### src/hdl/sal_pkg.sv
package sal_pkg;

   localparam int DEF_MAX_LEN      = 1024;
   localparam int DEF_TOKEN_VALUES = 65536;

   localparam logic ACT_LOAD = 1'b0;
   localparam logic ACT_READ = 1'b1;

   typedef enum logic [5:0] {
      ST_IDLE, ST_RD_ADDR, ST_RD_DATA, ST_INIT, ST_CLR,
      ST_CNT_A, ST_CNT_K, ST_CNT_B, ST_CNT_C,
      ST_SUM_A, ST_SUM_B,
      ST_DIS_A, ST_DIS_K, ST_DIS_B, ST_DIS_C,
      ST_RNK_A, ST_RNK_B, ST_RNK_C, ST_CHK,
      ST_SCR_T, ST_SCR_A, ST_SCR_B,
      ST_NEW_A, ST_NEW_B, ST_NEW_C, ST_NEW_D,
      ST_CPY_A, ST_CPY_B,
      ST_KAS_A, ST_KAS_B, ST_KAS_J, ST_KAS_T1, ST_KAS_T2, ST_KAS_T3,
      ST_KAS_W, ST_KAS_END
   } step_type;

   typedef struct packed {
      step_type step;
      logic     first;      // initial pass keyed on tokens
      logic     req_ready;
   } cmd_type;

   typedef struct packed {
      logic req_valid;
      logic req_action;
      logic req_eos;
      logic rsp_free;
      logic last;           // loop index at its final value
      logic zero;           // loop index is zero
      logic more_pass;      // another doubling pass is needed
      logic kas_skip;       // suffix sits at the last rank
      logic kas_more;       // both suffixes still have tokens
      logic kas_eq;         // compared tokens match
   } status_type;

endpackage

### src/hdl/sal_ctrl.sv
module sal_ctrl (
   input  logic                clock,
   input  logic                reset,
   input  sal_pkg::status_type stat,
   output sal_pkg::cmd_type    cmd
);

   sal_pkg::step_type state_ff, state_in;
   logic first_ff, first_in;

   always_comb begin
      state_in = state_ff;
      case (state_ff)
         sal_pkg::ST_IDLE: begin
            if (stat.req_valid) begin
               if (stat.req_action == sal_pkg::ACT_READ) begin
                  state_in = sal_pkg::ST_RD_ADDR;
               end else if (stat.req_eos) begin
                  state_in = sal_pkg::ST_INIT;
               end
            end
         end
         sal_pkg::ST_RD_ADDR: state_in = sal_pkg::ST_RD_DATA;
         sal_pkg::ST_RD_DATA: if (stat.rsp_free) state_in = sal_pkg::ST_IDLE;
         sal_pkg::ST_INIT:    state_in = sal_pkg::ST_CLR;
         sal_pkg::ST_CLR:     if (stat.last) state_in = sal_pkg::ST_CNT_A;
         sal_pkg::ST_CNT_A:
            state_in = first_ff ? sal_pkg::ST_CNT_B : sal_pkg::ST_CNT_K;
         sal_pkg::ST_CNT_K:   state_in = sal_pkg::ST_CNT_B;
         sal_pkg::ST_CNT_B:   state_in = sal_pkg::ST_CNT_C;
         sal_pkg::ST_CNT_C:
            state_in = stat.last ? sal_pkg::ST_SUM_A : sal_pkg::ST_CNT_A;
         sal_pkg::ST_SUM_A:   state_in = sal_pkg::ST_SUM_B;
         sal_pkg::ST_SUM_B:
            state_in = stat.last ? sal_pkg::ST_DIS_A : sal_pkg::ST_SUM_A;
         sal_pkg::ST_DIS_A:
            state_in = first_ff ? sal_pkg::ST_DIS_B : sal_pkg::ST_DIS_K;
         sal_pkg::ST_DIS_K:   state_in = sal_pkg::ST_DIS_B;
         sal_pkg::ST_DIS_B:   state_in = sal_pkg::ST_DIS_C;
         sal_pkg::ST_DIS_C: begin
            if (!stat.zero) begin
               state_in = sal_pkg::ST_DIS_A;
            end else begin
               state_in = first_ff ? sal_pkg::ST_RNK_A : sal_pkg::ST_NEW_A;
            end
         end
         sal_pkg::ST_RNK_A:   state_in = sal_pkg::ST_RNK_B;
         sal_pkg::ST_RNK_B:   state_in = sal_pkg::ST_RNK_C;
         sal_pkg::ST_RNK_C:
            state_in = stat.last ? sal_pkg::ST_CHK : sal_pkg::ST_RNK_A;
         sal_pkg::ST_CHK:
            state_in = stat.more_pass ? sal_pkg::ST_SCR_T : sal_pkg::ST_KAS_A;
         sal_pkg::ST_SCR_T:   if (stat.last) state_in = sal_pkg::ST_SCR_A;
         sal_pkg::ST_SCR_A:   state_in = sal_pkg::ST_SCR_B;
         sal_pkg::ST_SCR_B:
            state_in = stat.last ? sal_pkg::ST_CLR : sal_pkg::ST_SCR_A;
         sal_pkg::ST_NEW_A:   state_in = sal_pkg::ST_NEW_B;
         sal_pkg::ST_NEW_B:   state_in = sal_pkg::ST_NEW_C;
         sal_pkg::ST_NEW_C:   state_in = sal_pkg::ST_NEW_D;
         sal_pkg::ST_NEW_D:
            state_in = stat.last ? sal_pkg::ST_CPY_A : sal_pkg::ST_NEW_A;
         sal_pkg::ST_CPY_A:   state_in = sal_pkg::ST_CPY_B;
         sal_pkg::ST_CPY_B:
            state_in = stat.last ? sal_pkg::ST_CHK : sal_pkg::ST_CPY_A;
         sal_pkg::ST_KAS_A:   state_in = sal_pkg::ST_KAS_B;
         sal_pkg::ST_KAS_B: begin
            if (!stat.kas_skip) begin
               state_in = sal_pkg::ST_KAS_J;
            end else begin
               state_in = stat.last ? sal_pkg::ST_KAS_END : sal_pkg::ST_KAS_A;
            end
         end
         sal_pkg::ST_KAS_J:   state_in = sal_pkg::ST_KAS_T1;
         sal_pkg::ST_KAS_T1:
            state_in = stat.kas_more ? sal_pkg::ST_KAS_T2 : sal_pkg::ST_KAS_W;
         sal_pkg::ST_KAS_T2:  state_in = sal_pkg::ST_KAS_T3;
         sal_pkg::ST_KAS_T3:
            state_in = stat.kas_eq ? sal_pkg::ST_KAS_T1 : sal_pkg::ST_KAS_W;
         sal_pkg::ST_KAS_W:
            state_in = stat.last ? sal_pkg::ST_KAS_END : sal_pkg::ST_KAS_A;
         sal_pkg::ST_KAS_END: state_in = sal_pkg::ST_IDLE;
         default:             state_in = sal_pkg::ST_IDLE;
      endcase
   end

   always_comb begin
      first_in = first_ff;
      if (state_ff == sal_pkg::ST_INIT) begin
         first_in = 1'b1;
      end else if (state_ff == sal_pkg::ST_CHK) begin
         first_in = 1'b0;
      end
   end

   always_ff @(posedge clock) begin
      if (reset) begin
         state_ff <= sal_pkg::ST_IDLE;
         first_ff <= 1'b0;
      end else begin
         state_ff <= state_in;
         first_ff <= first_in;
      end
   end

   always_comb begin
      cmd.step      = state_ff;
      cmd.first     = first_ff;
      cmd.req_ready = (state_ff == sal_pkg::ST_IDLE);
   end

endmodule

### config.mk
export PLATFORM = sky130hd
export DESIGN_NAME = sal_ctrl
export DESIGN_NICKNAME = d
export VERILOG_FILES = /design/src/hdl/sal_pkg.sv /design/src/hdl/sal_ctrl.sv
export SDC_FILE = /design/constraint.sdc
export NUM_CORES = 1
export LEC_CHECK = 0
export BUFFER_PORTS_ARGS = -buffer_cell sky130_fd_sc_hd__buf_2
export CAP_MARGIN = 30
export CORE_AREA = 2 2 46 48
export CTS_CLUSTER_DIAMETER = 80
export DETAILED_ROUTE_END_ITERATION = 10
export DIE_AREA = 0 0 48 50
export GPL_ROUTABILITY_DRIVEN = 0
export PLACE_DENSITY = 0.76
export SYNTH_ARGS = -nofsm -noshare
export SYNTH_HDL_FRONTEND = slang
export SYNTH_SLANG_ARGS = --single-unit
### constraint.sdc
create_clock -name clock -period 2.7 [get_ports clock]
set_clock_uncertainty 0.15 [all_clocks]
set_input_delay 0.135 -clock clock [delete_from_list [all_inputs] [get_ports clock]]
set_output_delay 0.135 -clock clock [all_outputs]
set_load 0.02 [all_outputs]
==> summary.md <==
| Metric | Value |
|---|---|
| Total GRT Usage | a little over a quarter |
| Register area | between 100 and 150 um2 |
| Crit Path Class | reg -> reg |
| Rel. slew slack | between 50% and 60% |
| Fin crit share | a little over four fifths |
| Hold Buf Count CTS | 0 |
| Met2 Resource Use GR | about two fifths |
| Status | completed |
| Most common cell after layout, fill and taps aside | buf_2 |
| Grt total ovfl | 0 |
| Final Util | between 50% and 60% |
| Post-Synth Adder-Cell Area | 0% |
| Sink Count | 7 |
| Synth Area in Compound Gates | 38.1% |
| Largest delay share family, worst path | simple AND/OR/NAND/NOR gates |
| Area occupied by multi-input gates | 748 um2 |
| Hold Crit Class | in -> reg |
| Hold violation total from the final report | 0 |
| Maximum level of the CTS H-tree | 1 |
| Resized cells post-CTS | 0 |
| Final Instance Count excl. Fillers | between 150 and 200 |
| Critical path startpoint | state_ff[1] |
| GR met1 Demand/Resource | between 40% and 50% |
| Total Die Area | about 2400 um2 |
| Tmin final | around 2.3 ns |
| Async set or reset register ratio after synthesis | 0% |
| Cell variety after synth | slightly above 50 |
| Max clock buf depth | 2 |
| GR Layer Usage met3 | ~4.4% |
| Unrepaired setup endpoints after global routing | false |
| Setup crit end kind | flip-flop |
| DRC violations left | 0 |
| Xor and xnor area share after synthesis | roughly 2.7% |
| Vias | ~1200 |
| Finished layout cell area | 1130 um2 |
| WP depth | 5 |
| Clk root buf | clkbuf_4 |
| Syn nets | about 150 |
| Static Leakage | approximately 0.44 nW |
| Largest net degree at the start of global routing | 21 |
| Final #Nets | 165 |
| Worst R2R End | state_ff[2] |
| Hpwl dp | about 2.2 mm |
| Setup bufs post-CTS | 0 |
| Initial DRC Count | 64 |
| Tot Pwr | between 0.9 and 1 mW |
| Largest family of logic cells by synthesized area | compound AO/OA/AOI/OAI gates |
| Ys flop type | dfxtp_1 |
| Reg-to-reg startpoint | state_ff[1] |
| Max-slew violations | 0 |
| Warnings from Yosys | 0 |
| Crit path cell chain | clkinv_1, nor3_1, and3_1, nor4_1, a221oi_1 |
| Placed cells | 175 |
| Peak supply drop | roughly 540 uV |
| I/O pin count | 20 |
| Num rows | 16 |
| Maximum fanout along the worst path | 17 |
| Max Cap Violations | 0 |
| Crit path buffers/inverters | 1 |
| Initial antenna violation count | 0 |
| Req. time, crit path | about 2.7 ns |
| Mean post-synth cell area | approximately 7.2 um2 |
| Post-synthesis mux area share | 0% |
| Highest-delay cell along the critical path | dfxtp_1 |
| Layout area overhead | 15.4% |
| R2R Setup Slk | between 0.4 and 0.5 ns |
| Via density | ~6.6 |
| Fmax | between 400 and 500 MHz |
| Core Area | between 1500 and 2000 um2 |
| Synthesized area | 976 um2 |
| Placed cell areas | roughly 1100 um2 |
| EDFF count, synth | 0 |
| Die width | approximately 48 um |
| Mapped Cells | about 140 |
| Worst setup path end | state_ff[2] |
| Mean routed wirelength per cell | approximately 17 um |
| Share of layout cells above drive strength 1 | a little over a quarter |
| Final setup fails | 0 |
| Slowest cell delay on critical path | about 0.65 ns |
| Power per cell area | about 850 nW/um2 |
| First-pass GRT wire length | about 4.8 mm |
| Register area share after synthesis | 14.4% |
| Actual slew at the worst max-slew pin | roughly 0.65 ns |
| Vias in the first global route | about 1100 |
| Clock Latency Late Sink | between 0.2 and 0.3 ns |
| PortBufs | 19 |
| Antenna Cells | 0 |
| Drt total wl | ~3.0 mm |
| Most crowded layer after global routing | met1 |
| Starting Density | between 50% and 60% |
| Commonest cells after routing, fill and taps aside | buf_2, a21oi_1, nand2_1, nor2_1, buf_4 |
| Height of the die | 50 um |
| CTS buffer count | 3 |
| Pre-Repair DR Iteration Count | 4 |
| CP Launch Type | flip-flop |
| ANT nets after route | 0 |
| Register clock-pin slew on the reported worst setup and hold paths | 0.05 ns |
| WP data arrival | around 2.3 ns |
| Simple-Gate Fraction of Synth Area | a little over a third |
| Setup Total Neg Slack | 0 ns |
| Reg2reg path depth | 5 |
| CTS tree | done |
| Fillers | around 190 |
| FF+latch count, synth | 7 |
-- logic make-up (layout without fill, tap and decap cells) --
group	after synthesis	count (layout)
xor gates and xnor gates	3	3
AOI/OAI and AO/OA	46	46
buffers and inverters	19	36
DFF	7	7
and+or+nand+nor	60	60
-- area by class of cell --
class / instances / area share, %
multi-input combinational: 109 / 66.4
timing repair buffer: 28 / 14.4
sequential: 7 / 12.4
tap: 27 / 3.00
clock buffer: 4 / 2.33
inverter: 4 / 1.33
-- through the flow --
step | hold WS [ns] | worst slack (ns)
detailed placement | 0.270 | 0.497
floorplan | 0.0512 | 0.679
global placement | 0.259 | 0.542
CTS | 0.00175 | 0.467
global route | 0.0114 | 0.320
finish | 0.00412 | 0.410
-- cell usage after synthesis (all sizes together) (2+ instances only) --
master | n | area, um2
a2111oi | 2 | 36.3
a211oi | 3 | 22.5
a21o | 2 | 15.0
a21oi | 12 | 60.1
a221oi | 3 | 38.8
a2bb2oi | 2 | 17.5
and3 | 2 | 12.5
buf | 9 | 50.1
clkbuf | 6 | 22.5
dfxtp | 7 | 140
inv | 3 | 11.3
nand2 | 11 | 41.3
nand2b | 3 | 18.8
nand3 | 3 | 15.0
nand3b | 3 | 22.5
nand4 | 4 | 25.0
nand4b | 2 | 17.5
nor2 | 9 | 33.8
nor2b | 5 | 31.3
nor3 | 6 | 30.0
nor3b | 2 | 15.0
nor4 | 2 | 12.5
o211ai | 3 | 22.5
o21ai | 7 | 35.0
xor2 | 3 | 26.3
-- report_power, final --
group | switching, mW | total, mW | internal, mW
clock | 0.0414 | 0.0980 | 0.0566
sequential | 0.0940 | 0.225 | 0.131
combinational | 0.369 | 0.633 | 0.265
-- sequential cells by signal, summed over array words and instances, names as in the netlist --
| signal | count |
|---|---|
| first_ff | 1 |
| state_ff | 6 |
-- per-layer routing --
layer,part of all wire [%],vias to the layer above
met5,0,-
met4,0.64,0
met3,9.7,4
met2,46,72
met1,43,546
li1,-,555
-- worst min path at each step --
stage	depth (start not counted)	to	slack (ns)	from
2_1_floorplan	1	state_ff[1]	0.05	reset
3_3_place_gp	2	state_ff[1]	0.26	reset
3_5_place_dp	2	state_ff[1]	0.27	reset
4_1_cts	2	state_ff[1]	0.002	reset
5_1_grt	2	state_ff[1]	0.01	reset
6_report	2	state_ff[1]	0.004	reset
No activity file was read; power rests on OpenSTA's default activity.
